**src/sv/pdds_pkg.sv**
```systemverilog
// pdds_pkg: constants, command and result codes of the display dimming scheduler
// no dependencies
`default_nettype none

package pdds_pkg;

	// brightness scale
	localparam int MAX_BRIGHTNESS = 8;
	localparam int MIN_BRIGHTNESS = 1;
	localparam int PREHEAT_STEPS  = 1;

	// port field widths
	localparam int COMMAND_W   = 3;
	localparam int LEVEL_REQ_W = 8;
	localparam int WORD_W      = 64;
	localparam int LEVEL_NOW_W = 4;

	// internal widths
	localparam int LEVEL_W = $clog2(MAX_BRIGHTNESS + 1);
	localparam int PHASE_W = $clog2(MAX_BRIGHTNESS);
	localparam int CMP_W   = 8;

	localparam logic [WORD_W-1:0] ALL_ONES   = '1;
	localparam logic [WORD_W-1:0] ALL_ZEROS  = '0;

	localparam logic [CMP_W-1:0] MAX_C     = CMP_W'(MAX_BRIGHTNESS);
	localparam logic [CMP_W-1:0] MIN_C     = CMP_W'(MIN_BRIGHTNESS);
	localparam logic [CMP_W-1:0] PREHEAT_C = CMP_W'(PREHEAT_STEPS);
	localparam logic [PHASE_W-1:0] PHASE_LAST = PHASE_W'(MAX_BRIGHTNESS - 1);

	typedef enum logic [COMMAND_W-1:0] {
		CMD_TICK      = 3'd0,
		CMD_SET       = 3'd1,
		CMD_UP        = 3'd2,
		CMD_UP_WRAP   = 3'd3,
		CMD_DOWN      = 3'd4,
		CMD_DOWN_WRAP = 3'd5,
		CMD_OFF       = 3'd6,
		CMD_LOAD      = 3'd7
	} command_t;

	typedef enum logic {
		KIND_SHIFT = 1'b0,
		KIND_LEVEL = 1'b1
	} kind_t;

	// clamp a requested level to MIN..MAX
	function automatic logic [LEVEL_W-1:0] clamp_level(input logic [CMP_W-1:0] req);
		logic [CMP_W-1:0] r;
		begin
			if (req < MIN_C)
				r = MIN_C;
			else if (req > MAX_C)
				r = MAX_C;
			else
				r = req;
			return LEVEL_W'(r);
		end
	endfunction

endpackage

`default_nettype wire

```
**src/sv/pdds_cmd_if.sv**
```systemverilog
// pdds_cmd_if: valid/ready command channel of the display dimming scheduler
// depends on pdds_pkg for field widths
`default_nettype none

interface pdds_cmd_if;
	logic                               valid;
	logic                               ready;
	logic [pdds_pkg::COMMAND_W-1:0]     command;
	logic [pdds_pkg::LEVEL_REQ_W-1:0]   level_request;
	logic [pdds_pkg::WORD_W-1:0]        segment_word;

	modport source (output valid, command, level_request, segment_word, input ready);
	modport sink   (input valid, command, level_request, segment_word, output ready);
endinterface

`default_nettype wire

```
**src/sv/pdds_res_if.sv**
```systemverilog
// pdds_res_if: valid/ready result channel of the display dimming scheduler
// depends on pdds_pkg for field widths
`default_nettype none

interface pdds_res_if;
	logic                               valid;
	logic                               ready;
	logic                               result_kind;
	logic [pdds_pkg::WORD_W-1:0]        shift_word;
	logic [pdds_pkg::LEVEL_NOW_W-1:0]   level_now;
	logic                               last;

	modport source (output valid, result_kind, shift_word, level_now, last, input ready);
	modport sink   (input valid, result_kind, shift_word, level_now, last, output ready);
endinterface

`default_nettype wire

```
**src/sv/pwm_display_dimming_scheduler.sv**
```systemverilog
// pwm_display_dimming_scheduler: brightness level, pwm phase and segment pattern
// depends on pdds_pkg, pdds_cmd_if, pdds_res_if
`default_nettype none

// Each command beat is decoded in the cycle it is accepted: level, phase and pattern
// update at once and the results it causes go into one staging register, which
// feeds the output register. Commands that change the level give one brightness
// report; a tick gives zero, one or two shift words (the preheat step gives an
// all-zeros word and then the pattern, the second with last set); a load gives
// nothing. A command with one result or none frees the staging register as that
// result moves on; a preheat tick holds it until both words have left through the
// one output register. That register lets a new command in while a result waits.

module pwm_display_dimming_scheduler (
	input  wire          clk,
	input  wire          arst_n,
	pdds_cmd_if.sink     cmd,
	pdds_res_if.source   res
);

	localparam int LW = pdds_pkg::LEVEL_W;
	localparam int PW = pdds_pkg::PHASE_W;
	localparam int CW = pdds_pkg::CMP_W;
	localparam int WW = pdds_pkg::WORD_W;

	// architectural state
	logic [LW-1:0] level_q;
	logic [PW-1:0] phase_q;
	logic [WW-1:0] pattern_q;

	// staging register
	logic                  valid_s1;
	logic                  two_s1;
	pdds_pkg::kind_t       kind_s1;
	logic [WW-1:0]         word0_s1;
	logic [WW-1:0]         word1_s1;
	logic [LW-1:0]         level_s1;

	// output register
	logic                  valid_q;
	pdds_pkg::kind_t       kind_q;
	logic [WW-1:0]         word_q;
	logic [LW-1:0]         lvl_q;
	logic                  last_q;

	pdds_pkg::command_t    command;
	logic [CW-1:0]         level_x;
	logic [CW-1:0]         phase_x;
	logic                  accept;
	logic                  out_load;
	logic                  s1_drain;

	logic [LW-1:0]         level_d;
	logic                  emit;
	logic                  two_d;
	pdds_pkg::kind_t       kind_d;
	logic [WW-1:0]         word0_d;

	assign command = pdds_pkg::command_t'(cmd.command);
	assign level_x = CW'(level_q);
	assign phase_x = CW'(phase_q);

	assign out_load = valid_s1 && (!valid_q || res.ready);
	assign s1_drain = out_load && !two_s1;
	assign cmd.ready = !valid_s1 || s1_drain;
	assign accept = cmd.valid && cmd.ready;

	// command decode
	always_comb begin
		level_d = level_q;
		emit    = 1'b1;
		two_d   = 1'b0;
		kind_d  = pdds_pkg::KIND_LEVEL;
		word0_d = pdds_pkg::ALL_ZEROS;
		unique case (command)
			pdds_pkg::CMD_TICK: begin
				kind_d = pdds_pkg::KIND_SHIFT;
				if (phase_x == level_x) begin
					word0_d = pdds_pkg::ALL_ZEROS;
				end else if (level_x >= pdds_pkg::PREHEAT_C &&
						phase_x == pdds_pkg::PREHEAT_C) begin
					word0_d = pdds_pkg::ALL_ZEROS;
					two_d   = 1'b1;
				end else if (phase_q == '0) begin
					word0_d = pdds_pkg::ALL_ONES;
				end else begin
					emit = 1'b0;
				end
			end
			pdds_pkg::CMD_SET: begin
				level_d = pdds_pkg::clamp_level(CW'(cmd.level_request));
			end
			pdds_pkg::CMD_UP: begin
				if (level_x < pdds_pkg::MAX_C)
					level_d = level_q + LW'(1);
			end
			pdds_pkg::CMD_UP_WRAP: begin
				if (level_x >= pdds_pkg::MAX_C)
					level_d = pdds_pkg::clamp_level(pdds_pkg::MIN_C);
				else
					level_d = level_q + LW'(1);
			end
			pdds_pkg::CMD_DOWN: begin
				if (level_x > pdds_pkg::MIN_C)
					level_d = level_q - LW'(1);
			end
			pdds_pkg::CMD_DOWN_WRAP: begin
				if (level_x <= pdds_pkg::MIN_C)
					level_d = pdds_pkg::clamp_level(pdds_pkg::MAX_C);
				else
					level_d = level_q - LW'(1);
			end
			pdds_pkg::CMD_OFF: begin
				level_d = '0;
			end
			pdds_pkg::CMD_LOAD: begin
				emit = 1'b0;
			end
			default: begin
				emit = 1'b0;
			end
		endcase
	end

	// state update
	always_ff @(posedge clk or negedge arst_n) begin
		if (!arst_n) begin
			level_q   <= LW'(pdds_pkg::MAX_BRIGHTNESS);
			phase_q   <= '0;
			pattern_q <= '0;
		end else if (accept) begin
			level_q <= level_d;
			if (command == pdds_pkg::CMD_TICK)
				phase_q <= (phase_q == pdds_pkg::PHASE_LAST) ? '0 : phase_q + PW'(1);
			if (command == pdds_pkg::CMD_LOAD)
				pattern_q <= cmd.segment_word;
		end
	end

	// staging register control
	always_ff @(posedge clk or negedge arst_n) begin
		if (!arst_n) begin
			valid_s1 <= 1'b0;
			two_s1   <= 1'b0;
		end else if (accept) begin
			valid_s1 <= emit;
			two_s1   <= two_d;
		end else if (out_load) begin
			// second word of a preheat tick moves to the head
			valid_s1 <= two_s1;
			two_s1   <= 1'b0;
		end
	end

	always_ff @(posedge clk) begin
		if (accept) begin
			kind_s1  <= kind_d;
			word0_s1 <= word0_d;
			word1_s1 <= pattern_q;
			level_s1 <= level_d;
		end else if (out_load && two_s1) begin
			word0_s1 <= word1_s1;
		end
	end

	// output register
	always_ff @(posedge clk or negedge arst_n) begin
		if (!arst_n)
			valid_q <= 1'b0;
		else if (out_load)
			valid_q <= 1'b1;
		else if (res.ready)
			valid_q <= 1'b0;
	end

	always_ff @(posedge clk) begin
		if (out_load) begin
			kind_q <= kind_s1;
			word_q <= word0_s1;
			lvl_q  <= (kind_s1 == pdds_pkg::KIND_LEVEL) ? level_s1 : '0;
			last_q <= !two_s1;
		end
	end

	assign res.valid       = valid_q;
	assign res.result_kind = kind_q;
	assign res.shift_word  = word_q;
	assign res.level_now   = pdds_pkg::LEVEL_NOW_W'(lvl_q);
	assign res.last        = last_q;

endmodule

`default_nettype wire

```
**src/flat_wrapper.sv**
```systemverilog
// flat-port wrapper written by rule: the top's interface ports become plain ports
module pwm_display_dimming_scheduler_flat 
  (clk, arst_n, cmd_valid, cmd_command, cmd_level_request, cmd_segment_word, cmd_ready, res_valid, res_result_kind, res_shift_word, res_level_now, res_last, res_ready);
  pdds_cmd_if cmd_i ();
  pdds_res_if res_i ();
  input  wire clk;
  input  wire arst_n;
  input wire logic [$bits(cmd_i.valid)-1:0] cmd_valid;
  input wire logic [$bits(cmd_i.command)-1:0] cmd_command;
  input wire logic [$bits(cmd_i.level_request)-1:0] cmd_level_request;
  input wire logic [$bits(cmd_i.segment_word)-1:0] cmd_segment_word;
  output wire logic [$bits(cmd_i.ready)-1:0] cmd_ready;
  output wire logic [$bits(res_i.valid)-1:0] res_valid;
  output wire logic [$bits(res_i.result_kind)-1:0] res_result_kind;
  output wire logic [$bits(res_i.shift_word)-1:0] res_shift_word;
  output wire logic [$bits(res_i.level_now)-1:0] res_level_now;
  output wire logic [$bits(res_i.last)-1:0] res_last;
  input wire logic [$bits(res_i.ready)-1:0] res_ready;
  assign cmd_i.valid = cmd_valid;
  assign cmd_i.command = cmd_command;
  assign cmd_i.level_request = cmd_level_request;
  assign cmd_i.segment_word = cmd_segment_word;
  assign cmd_ready = cmd_i.ready;
  assign res_valid = res_i.valid;
  assign res_result_kind = res_i.result_kind;
  assign res_shift_word = res_i.shift_word;
  assign res_level_now = res_i.level_now;
  assign res_last = res_i.last;
  assign res_i.ready = res_ready;
  pwm_display_dimming_scheduler u_core (.clk(clk), .arst_n(arst_n), .cmd(cmd_i), .res(res_i));
endmodule
```
**config.mk**
```make
export PLATFORM = sky130hd
export DESIGN_NAME = pwm_display_dimming_scheduler_flat
export DESIGN_NICKNAME = d
export VERILOG_FILES = /design/src/sv/pdds_pkg.sv /design/src/sv/pdds_cmd_if.sv /design/src/sv/pdds_res_if.sv /design/src/sv/pwm_display_dimming_scheduler.sv /design/src/flat_wrapper.sv
export SDC_FILE = /design/constraint.sdc
export NUM_CORES = 1
export LEC_CHECK = 0
export BUFFER_PORTS_ARGS = -buffer_cell sky130_fd_sc_hd__buf_2
export CORE_MARGIN = 3
export CORE_UTILIZATION = 55
export DETAILED_ROUTE_END_ITERATION = 8
export PLACE_DENSITY_LB_ADDON = 0.05
export SYNTH_ARGS = -nofsm -noshare
export SYNTH_HDL_FRONTEND = slang
export SYNTH_SLANG_ARGS = --single-unit
```
**constraint.sdc**
```tcl
create_clock -name clk -period 5 [get_ports clk]
set_input_delay 1 -clock clk [delete_from_list [all_inputs] [get_ports clk]]
set_output_delay 1 -clock clk [all_outputs]
set_load 0.005 [all_outputs]
```
# --- After elaboration in Yosys (flattened, before gate mapping) ---
# Cells that the tools add are included.
# Widths: inputs -> output; s select.
word_totals:
  ff_bits: 277
  out_inout_bits: 72
op_classes:
  n_addsub: 3
  order_cmp: 7
  n_eq_ne: 10
  n_mux: 28
  reduce_logical: 17
op_table:
  columns: ["op", "count"]
  rows:
  - ["$mux 64", 6]
  - ["$mux 4", 6]
  - ["$pmux 4 s6", 1]
  - ["$eq 3x3->1 const B", 5]
  - ["$mux 1", 13]
  - ["$gt 8x4->1 const B", 1]
  - ["$lt 8x1->1 const B", 1]
  - ["$eq 3x1->1 const B", 2]
  - ["$eq 3x2->1 const B", 2]
  - ["$logic_not 3->1", 2]
  - ["$reduce_bool 2->1", 3]
  - ["$logic_and 1x1->1", 5]
  - ["$add 4x1->4 const B", 1]
  - ["$eq 3x4->1", 1]
  - ["$ge 4x1->1 const B", 1]
  - ["$ge 4x4->1 const B", 1]
  - ["$gt 4x1->1 const B", 1]
  - ["$le 4x1->1 const B", 1]
  - ["$lt 4x4->1 const B", 1]
  - ["$reduce_and 2->1", 2]
  - ["$sub 4x1->4 const B", 1]
  - ["$add 3x1->3 const B", 1]
  - ["$logic_not 1->1", 3]
  - ["$mux 3", 1]
  - ["other kinds (2)", 3]

# --- Longest topological paths before layout ---
# Gate-level depths: netlist of run 1.
depth:
  word_depth: 7
  mapped_depth: 10
  ltp_nobuf: 9

# --- Worst setup path after synthesis of run 1 ---
# Ideal clock, no wire load.
synth_timing:
  path_type: "input -> register"
  startpoint: "input port res_ready"
  endpoint: "register u_core.word0_s1[0] (enable)"
  setup_time_ns: 0.507
  arrival_ns: 4.219
  slack_ns: 0.274
  stages: 2
  path_buffers: 0
  path_cell_list: "nor2b_1 a21oi_1"
synth_between:
  elab_chain_cells: 6
  word_cells_on_any_way: 7
  cone_classes: "reduce/logical (7)"
synth_lines:
  columns: ["item", "line", "source"]
  rows:
  - ["start: declaration", "flat_wrapper.sv:18", "input wire logic [$bits(res_i.ready)-1:0] res_ready;"]
  - ["$logic_or 1x1->1 *", "pwm_display_dimming_scheduler.sv:63", "assign out_load = valid_s1 && (!valid_q || res.ready);"]
  - ["$logic_and 1x1->1 *", "pwm_display_dimming_scheduler.sv:63", null]
  - ["$logic_and 1x1->1", "pwm_display_dimming_scheduler.sv:64", "assign s1_drain = out_load && !two_s1;"]
  - ["$logic_or 1x1->1", "pwm_display_dimming_scheduler.sv:65", "assign cmd.ready = !valid_s1 || s1_drain;"]
  - ["$logic_and 1x1->1", "pwm_display_dimming_scheduler.sv:66", "assign accept = cmd.valid && cmd.ready;"]
  - ["$reduce_bool 2->1 (no source line) *", null, null]
  - ["end signal: assignment", "pwm_display_dimming_scheduler.sv:158", "word0_s1 <= word0_d;"]
  - ["end signal: assignment", "pwm_display_dimming_scheduler.sv:162", "word0_s1 <= word1_s1;"]
  - ["end: declaration", "pwm_display_dimming_scheduler.sv:35", "logic [WW-1:0] word0_s1;"]
# Every way passes the cells marked *; elsewhere a longest branch is shown, timed or not.
# A chain may end at the register's enable or synchronous reset.

# --- Worst setup path after layout of run 1 ---
layout_timing:
  startpoint: "input port res_ready"
  endpoint: "register u_core.pattern_q[62]"
layout_between:
  elab_chain_cells: 6
layout_lines:
  columns: ["item", "line", "source"]
  rows:
  - ["$logic_or 1x1->1", "pwm_display_dimming_scheduler.sv:63", null]
  - ["$logic_and 1x1->1", "pwm_display_dimming_scheduler.sv:63", null]
  - ["$logic_and 1x1->1", "pwm_display_dimming_scheduler.sv:64", null]
  - ["$logic_or 1x1->1", "pwm_display_dimming_scheduler.sv:65", null]
  - ["$logic_and 1x1->1", "pwm_display_dimming_scheduler.sv:66", null]
  - ["net u_core.accept", "pwm_display_dimming_scheduler.sv:49", "logic accept;"]
  - ["$reduce_and 2->1 (no source line)", null, null]
  - ["end signal: assignment", "pwm_display_dimming_scheduler.sv:136", "pattern_q <= cmd.segment_word;"]
  - ["end: declaration", "pwm_display_dimming_scheduler.sv:29", "logic [WW-1:0] pattern_q;"]
# The timed path passes the listed nets, and every way through them passes these cells.

==> impl_summary.log, run 1 <==
INFO  metric ys.flop_type = edfxtp_1
INFO  metric post_route_cells_drive_above_1_share = 36.3%
INFO  metric path_cells = buf_2 > nor2b_1 > o21ai_2 > nand2_2 > clkinv_2 > nand2_4 > mux2_2
INFO  metric timing.critical_path.slowest_stage_cell = nand2_4
INFO  metric cts_htree_levels = 1
INFO  metric track_usage = 16.5%
INFO  metric syn_area = 10100 um^2
INFO  metric worst_setup_path_end_kind = register
INFO  metric dieHeight = 142 um
INFO  metric synth.yosys.seq_area_share = 78.4%
INFO  metric synthesis.area_per_instance = 16.8 um^2
INFO  metric row_count = 49
INFO  metric route.detailed.wl_per_inst = 16.3 um
INFO  metric drt_first_iter_violations = 195
INFO  metric relSlewSlack = 36.6%
INFO  metric fmax = 294 MHz
INFO  metric synth_cells = 604
INFO  metric synth_fp_nets = 693
INFO  metric die_w = 142 um
INFO  metric regToRegStartpoint = u_core.res.valid
INFO  metric i_o_buffers = 150
INFO  metric total_overflow_reported_by_the_global_router = 0
INFO  metric cpLargestDelayFamily = simple AND/OR/NAND/NOR gates
INFO  metric leakage = 5.07 nW
INFO  metric pwr-share-clk = 34.2%
INFO  metric timing.critical_path.arrival = 3790 ps
INFO  metric grt_pass1_vias = 5079
INFO  metric finalHoldViolations = 0
INFO  metric core_area = 18000 um^2
INFO  metric detail-route-antenna-nets = 0
INFO  metric maximum_number_of_pins_on_one_net_before_global_route_repair = 75
INFO  metric comb_power_share = 11.2%
INFO  metric layout_worst_path_cycle_share = 68.1%
INFO  metric critPathMaxStageDelay = 920 ps
INFO  metric viasPerCell = 5.04
INFO  metric post_layout_nets = 852
INFO  metric initial_utilization = 56.2%
INFO  metric power-per-cell-area = 486 nW/um^2
INFO  metric min_from = u_core.word0_s1[22]
INFO  metric cts_buffer_depth = 3
INFO  metric clk-insertion-delay-late = 510 ps
INFO  metric synth.lib_cells_used.distinct = 52
INFO  metric r2r_cells = 6
INFO  metric synth_compound_gate_area_share = 2.65%
INFO  metric post_synth_mux_area_share = 7.54%
INFO  metric detail_route.drc_violations = 0
INFO  metric async_flop_share = 26.7%
INFO  metric utilization = 66.3%
INFO  metric worstPathBufferInverterCount = 2
INFO  metric synthesis.yosys.warnings = 0
INFO  metric die-area = 20100 um^2
INFO  metric whs_path_depth = 0
INFO  metric worst_ir_drop_vdd = 0.000318 V
INFO  metric clkTransAtPathRegs = 60 ps
INFO  metric hold_path_end = u_core.res.shift_word[22]
INFO  metric p_switching = 1.29 mW
INFO  metric worst-endpoint-required = 5380 ps
INFO  metric vias = 5107
INFO  metric worst_slew_pin_slew = 951 ps
INFO  metric p_int = 4.51 mW
INFO  metric critPathKind = input pin to register
INFO  metric cts_hold_repair.buffers = 0
INFO  metric status = finished clean
INFO  metric cts_num_sinks = 277
INFO  metric synth-adder-area-share = 1.23%
INFO  metric worst_hold_path_type = register to register
INFO  metric worstSetupStartpointType = input pin
INFO  metric synth_largest_type_area_fraction = 60.1%
INFO  metric area_delta_synth_final = 17.9%
INFO  metric max_cap_violations = 0
INFO  metric postCtsSetupBuffers = 0
INFO  metric synth-xor-area-share = 0.173%
INFO  metric path_depth = 7
INFO  metric synth_enable_flop_cells = 203
INFO  metric final_weighted_congestion_in_routability_driven_placement = 0.780
INFO  metric regToRegEndpoint = u_core.pattern_q[62]
INFO  metric wire_length_of_the_first_global_routing_pass = 26600 um
INFO  metric ys_seq_elements = 277
INFO  metric rsz0062_at_grt = false
INFO  metric synth.cells.most_frequent = edfxtp_1 (203), nand2_1 (124), dfrtp_1 (73)
INFO  metric clockRootBuffer = clkbuf_16
INFO  metric setup.reg_to_reg.worst_slack = 1830 ps
INFO  metric share_seq_of_total_power = 54.6%
INFO  metric worst_clock_skew = 11.2 ps
INFO  metric tns = 0 ps
INFO  metric post_cts_resize_count = 0
INFO  metric post_synth_and_or_nand_nor_area_fraction = 7.72%
INFO  metric finalCriticalPeriod = 3400 ps
INFO  metric synth_top_cell_by_area = edfxtp_1
INFO  metric synth_top_family_by_area = simple AND/OR/NAND/NOR gates
INFO  metric grt_antenna_before_repair = 1
INFO  metric pin_count = 151
INFO  metric slew_violations = 0
INFO  metric switching_share = 22.3%
INFO  metric post-synth-top-count-cell = edfxtp_1
INFO  metric drt_wl_total = 16500 um
INFO  metric number_of_buffers_inserted_during_clock_tree_synthesis = 27
INFO  metric cts_tree = done
INFO  metric setup-violations-final = 0
INFO  metric synth_area_leaders = edfxtp_1 (60%), dfrtp_1 (18%), mux2_2 (7.4%)
INFO  metric dp.final_hpwl = 10800 um
INFO  metric critPathMaxFanout = 64
INFO  metric drtPass1Iterations = 7
-- metal layers --
metal | share of wire, % | GRT usage, % | vias up
li1 | - | - | 2505
met1 | 41 | 21.3 | 2436
met2 | 51 | 28.8 | 135
met3 | 5.1 | 2.97 | 31
met4 | 2.5 | 5.00 | 0
met5 | 0 | 0 | -
-- sequential cells by signal, summed over array words and instances (netlist names), 3 cells and up --
signal / count
u_core.word1_s1: 64
u_core.level_q: 4
u_core.level_s1: 4
u_core.phase_q: 3
u_core.res.shift_word: 64
u_core.res.level_now: 4
u_core.word0_s1: 64
u_core.pattern_q: 64
-- layout make-up --
cell class,count,area (um^2)
Antenna cell,1,2.50
Clock buffer,38,767
Clock inverter,11,126
Fill cell,1321,6080
Inverter,11,42.5
Multi-Input combinational cell,291,1980
Sequential cell,277,7950
Tap cell,229,287
Timing Repair Buffer,155,791
-- cells in the final DEF, fill, tap and decap left out, types with 10 or more instances in the layout --
cell / count
mux2_2: 67
buf_2: 149
ha_1: 10
edfxtp_1: 203
clkbuf_16: 27
nand2_1: 123
inv_1: 10
dfrtp_1: 73
nand2_2: 11
-- worst max-delay path by stage --
stage	from	endpoint	slack, ps
final	res_ready	u_core.pattern_q[62]	1600
after global routing	res_ready	u_core.word0_s1[63]	1400
after CTS	res_ready	u_core.pattern_q[62]	1580
after detailed placement	res_ready	u_core.pattern_q[44]	1050
after global placement	res_ready	u_core.pattern_q[44]	1220
after floorplan	res_ready	u_core.word0_s1[0]	270
-- power by group through the flow --
stage | clock network [mW] | logic (mW) | registers, mW
floorplan | 0 | 0.454 | 3.16
global placement | 0 | 0.633 | 3.19
detailed placement | 0 | 0.666 | 3.22
CTS | 2.04 | 0.669 | 3.17
global route | 2.13 | 0.741 | 3.22
finish | 1.98 | 0.652 | 3.17
-- kinds of logic after synthesis --
group	count (synthesis)
flops	277
xor+xnor	2
fa+ha+maj	10
buf+inv	36
compound gates	38
mux	68
simple gates	173
-- metrics by stage --
step | power, mW | cells | setup slack [ps] | area [um^2] | hold slack [ps]
after CTS | 5.88 | 1012 | 1580 | 11900 | 412
after global routing | 6.08 | 1013 | 1400 | 11900 | 422
after detailed placement | 3.88 | 963 | 1050 | 11000 | 405
after global placement | 3.83 | 963 | 1220 | 11000 | 400
after floorplan | 3.62 | 604 | 274 | 10100 | 400
final | 5.80 | 1013 | 1600 | 11900 | 408
No activity file was read; power rests on OpenSTA's default activity.
==> run 2: changes to the inputs <==
--- a/config.mk
+++ b/config.mk
@@ -5,9 +5,10 @@
 export SDC_FILE = /design/constraint.sdc
 export NUM_CORES = 1
 export LEC_CHECK = 0
+export ABC_AREA = 1
 export BUFFER_PORTS_ARGS = -buffer_cell sky130_fd_sc_hd__buf_2
 export CORE_MARGIN = 3
-export CORE_UTILIZATION = 55
+export CORE_UTILIZATION = 51
 export DETAILED_ROUTE_END_ITERATION = 8
 export PLACE_DENSITY_LB_ADDON = 0.05
 export SYNTH_ARGS = -nofsm -noshare
==> constraint.sdc (replaced) <==
create_clock -name clk -period 3 [get_ports clk]
set_input_delay 0.6 -clock clk [delete_from_list [all_inputs] [get_ports clk]]
set_output_delay 0.6 -clock clk [all_outputs]
set_load 0.005 [all_outputs]
==> run 2 against run 1 <==
Net effect: count of clock-buffer cells in the layout up 4; combinational power increased by 76%; first-iteration DRC count increased by 32%; die area grew 9.9%; design area up 2.5%; sequential power is 62% higher; global-route usage rose by 0.15 points; critical path type is now register to register; largest power group unchanged.
==> impl_summary.log, run 2 <==
INFO  metric worst_clock_skew = 15.7 ps (was 11.2 ps)
INFO  metric grt_antenna_before_repair = 0 (was 1)
INFO  metric i_o_buffers = 150 (unchanged)
INFO  metric worst_setup_path_end_kind = register (unchanged)
INFO  metric synth.yosys.seq_area_share = 76.7% (was 78.4%)
INFO  metric ys_seq_elements = 277 (unchanged)
INFO  metric syn_area = 10400 um^2 (was 10100 um^2)
INFO  metric number_of_buffers_inserted_during_clock_tree_synthesis = 28 (was 27)
INFO  metric dieHeight = 149 um (was 142 um)
INFO  metric switching_share = 24.3% (was 22.3%)
INFO  metric synth_area_leaders = edfxtp_1 (59%), dfrtp_1 (18%), nand2_1 (9.4%) (was edfxtp_1 (60%), dfrtp_1 (18%), mux2_2 (7.4%))
INFO  metric final_weighted_congestion_in_routability_driven_placement = 0.879 (was 0.780)
INFO  metric viasPerCell = 4.80 (was 5.04)
INFO  metric wire_length_of_the_first_global_routing_pass = 29700 um (was 26600 um)
INFO  metric post-synth-top-count-cell = nand2_1 (was edfxtp_1)
INFO  metric worstSetupStartpointType = register (was input pin)
INFO  metric utilization = 62.1% (was 66.3%)
INFO  metric vias = 6025 (was 5107)
INFO  metric diodes = 0 (was 1)
INFO  metric row_count = 51 (was 49)
INFO  metric clkTransAtPathRegs = 60 ps (about the same)
INFO  metric clockRootBuffer = clkbuf_16 (unchanged)
INFO  metric rsz0062_at_grt = false (unchanged)
INFO  metric synthesis.yosys.warnings = 0 (unchanged)
INFO  metric relSlewSlack = 34.3% (was 36.6%)
INFO  metric core_area = 19700 um^2 (was 18000 um^2)
INFO  metric track_usage = 16.6% (was 16.5%)
INFO  metric area_delta_synth_final = 18.0% (was 17.9%)
INFO  metric final_cell_mix = nand2_1 (260), edfxtp_1 (203), buf_2 (149) (was edfxtp_1 (203), buf_2 (149), nand2_1 (123))
INFO  metric drt_wl_total = 18200 um (was 16500 um)
INFO  metric cts_tree = done (unchanged)
INFO  metric synth_enable_flop_cells = 203 (unchanged)
INFO  metric async_flop_share = 26.7% (unchanged)
INFO  metric synth.lib_cells_used.distinct = 27 (was 52)
INFO  metric pwr-share-clk = 34.8% (was 34.2%)
INFO  metric tns = 0 ps (unchanged)
INFO  metric synth_fp_nets = 899 (was 693)
INFO  metric grt_use_met3 = 2.59% (was 2.97%)
INFO  metric timing.critical_path.arrival = 2830 ps (was 3790 ps)
INFO  metric post_layout_nets = 1057 (was 852)
INFO  metric total_overflow_reported_by_the_global_router = 0 (unchanged)
INFO  metric finalCriticalPeriod = 2470 ps
INFO  metric ys.flop_type = edfxtp_1 (unchanged)
INFO  metric synthesis.area_per_instance = 12.8 um^2 (was 16.8 um^2)
INFO  metric finalHoldViolations = 0 (unchanged)
INFO  metric detail_route.drc_violations = 0 (unchanged)
INFO  metric power-per-cell-area = 786 nW/um^2 (was 486 nW/um^2)
INFO  metric p_int = 7.28 mW (was 4.51 mW)
INFO  metric fmax = 405 MHz
INFO  metric status = finished clean (unchanged)
INFO  metric worst-endpoint-required = 3360 ps (was 5380 ps)
INFO  metric leakage = 5.71 nW (was 5.07 nW)
INFO  metric p_switching = 2.33 mW (was 1.29 mW)
INFO  metric groute.layer.met1.usage = 20.9% (was 21.3%)
INFO  metric drtPass1Iterations = 4 (was 7)
INFO  metric postCtsSetupBuffers = 0 (unchanged)
INFO  metric cts_num_sinks = 277 (unchanged)
INFO  metric grt_pass1_vias = 6088 (was 5079)
INFO  metric most_common_cell_after_layout_fill_and_taps_aside = nand2_1 (was edfxtp_1)
INFO  metric detail-route-antenna-nets = 0 (unchanged)
INFO  metric critPathKind = register to register (was input pin to register)
INFO  metric max_cap_violations = 0 (unchanged)
INFO  metric global_route.peak_usage_layer = met2 (unchanged)
INFO  metric dp.final_hpwl = 12100 um (was 10800 um)
INFO  metric grt_use_met2 = 30.0% (was 28.8%)
INFO  metric synth_top_cell_by_area = edfxtp_1 (unchanged)
INFO  metric route.detailed.wl_per_inst = 14.5 um (was 16.3 um)
INFO  metric synth.cells.most_frequent = nand2_1 (260), edfxtp_1 (203), inv_1 (99) (was edfxtp_1 (203), nand2_1 (124), dfrtp_1 (73))
INFO  metric worst_hold_path_type = input pin to asynchronous set/reset pin (was register to register)
INFO  metric synth_cells = 810 (was 604)
INFO  metric cts_htree_levels = 1 (unchanged)
INFO  metric pin_count = 151 (unchanged)
INFO  metric synth_largest_type_area_fraction = 58.8% (was 60.1%)
INFO  metric layout_worst_path_cycle_share = 82.3%
INFO  metric slew_violations = 0 (unchanged)
INFO  metric cts_buffer_depth = 3 (unchanged)
INFO  metric comb_power_share = 11.9% (was 11.2%)
INFO  metric worst_ir_drop_vdd = 0.000536 V (was 0.000318 V)
INFO  metric clk-insertion-delay-late = 530 ps (was 510 ps)
INFO  metric drt_first_iter_violations = 258 (was 195)
INFO  metric cts_hold_repair.buffers = 0 (unchanged)
INFO  metric die_w = 149 um (was 142 um)
INFO  metric worst_slew_pin_slew = 986 ps (was 951 ps)
INFO  metric setup-violations-final = 0 (unchanged)
INFO  metric maximum_number_of_pins_on_one_net_before_global_route_repair = 75 (unchanged)
INFO  metric initial_utilization = 52.6% (was 56.2%)
INFO  metric post_route_cells_drive_above_1_share = 21.3% (was 36.3%)
INFO  metric share_seq_of_total_power = 53.3% (was 54.6%)
INFO  metric die-area = 22100 um^2 (was 20100 um^2)
INFO  metric critPathMaxFanout = 64 (unchanged)
INFO  metric post_cts_resize_count = 0 (unchanged)
-- run 2: changes by cell type in the layout (fill, tap and decap cells not counted), moves of 3 or more --
| cell | previous run | this run |
|---|---|---|
| nand2_1 | 123 | 260 |
| nand2_2 | 11 | 1 |
| nand4_1 | 0 | 3 |
| o21ai_1 | 0 | 64 |
| buf_12 | 0 | 4 |
| mux2_2 | 67 | 0 |
| a31oi_1 | 3 | 0 |
| inv_1 | 10 | 96 |
| nand2b_1 | 5 | 0 |
| and2_1 | 4 | 1 |
| nor2_1 | 5 | 24 |
| inv_2 | 0 | 3 |
| nor3b_1 | 3 | 0 |
| nand3_1 | 6 | 21 |
-- run 2: worst paths after layout --
path	startpoint	end	slack, ps	depth (start not counted)
worst min-delay path	arst_n	u_core.pattern_q[33]	210	1
worst max-delay path	u_core.level_q[0]	u_core.word0_s1[32]	530	8
worst min register to register	u_core.word0_s1[2]	u_core.res.shift_word[2]	410	0
worst max register to register	u_core.level_q[0]	u_core.word0_s1[32]	530	8
max in group asynchronous	arst_n	u_core.pattern_q[41]	2130	1
min in group clk	cmd_segment_word[62]	u_core.pattern_q[62]	300	3
-- run 2: cell families (layout without fill, tap and decap cells) --
| group | Yosys count | count (layout) | synth area share [%] |
|---|---|---|---|
| simple gates | 318 | 318 | 12.5 |
| compound gates | 74 | 74 | 3.62 |
| flops | 277 | 277 | 76.7 |
| xor+xnor | 1 | 1 | 0.0845 |
| buf+inv | 130 | 310 | 5.98 |
| fa+ha+maj | 10 | 10 | 1.21 |
-- run 2: worst max-delay path, stage by stage (launching register included) --
cell	delay (ps)
dfrtp_1	450
inv_1	200
ha_1	240
inv_1	70
nor2_1	90
nand2_1	70
nand2_1	130
nand4_4	740
nand2_1	290
-- run 2: final cells by class --
cell class	count	area [um^2]
Clock buffer	42	825
Clock inverter	10	88.8
Fill cell	1570	7480
Inverter	100	377
Multi-Input combinational cell	403	1800
Sequential cell	277	7950
Tap cell	265	332
Timing Repair Buffer	158	863
-- run 2: metal layers --
metal  routed length (um)  up-vias
met3                  823       35
met1                 7540     2867
met2                 9400      136
li1                     -     2987
met5                    0        -
met4                  449        0
-- run 2: per-stage QoR --
stage | hold WS, ps | setup WS [ps] | cells | power (mW) | instance area, um^2
CTS | 260 | 520 | 1255 | 9.72 | 12200
global placement | 402 | 591 | 1203 | 6.29 | 11300
floorplan | 304 | 119 | 810 | 5.88 | 10400
global route | 293 | 271 | 1255 | 10.1 | 12200
detailed placement | 405 | 465 | 1203 | 6.36 | 11300
finish | 206 | 530 | 1255 | 9.62 | 12200
-- run 2: power by group through the flow --
| stage | registers [mW] | logic, mW | clock network, mW |
|---|---|---|---|
| 2_1_floorplan | 5.14 | 0.746 | 0 |
| 4_1_cts | 5.13 | 1.16 | 3.43 |
| 3_3_place_gp | 5.18 | 1.11 | 0 |
| 3_5_place_dp | 5.20 | 1.15 | 0 |
| 6_report | 5.12 | 1.15 | 3.35 |
| 5_1_grt | 5.19 | 1.32 | 3.58 |
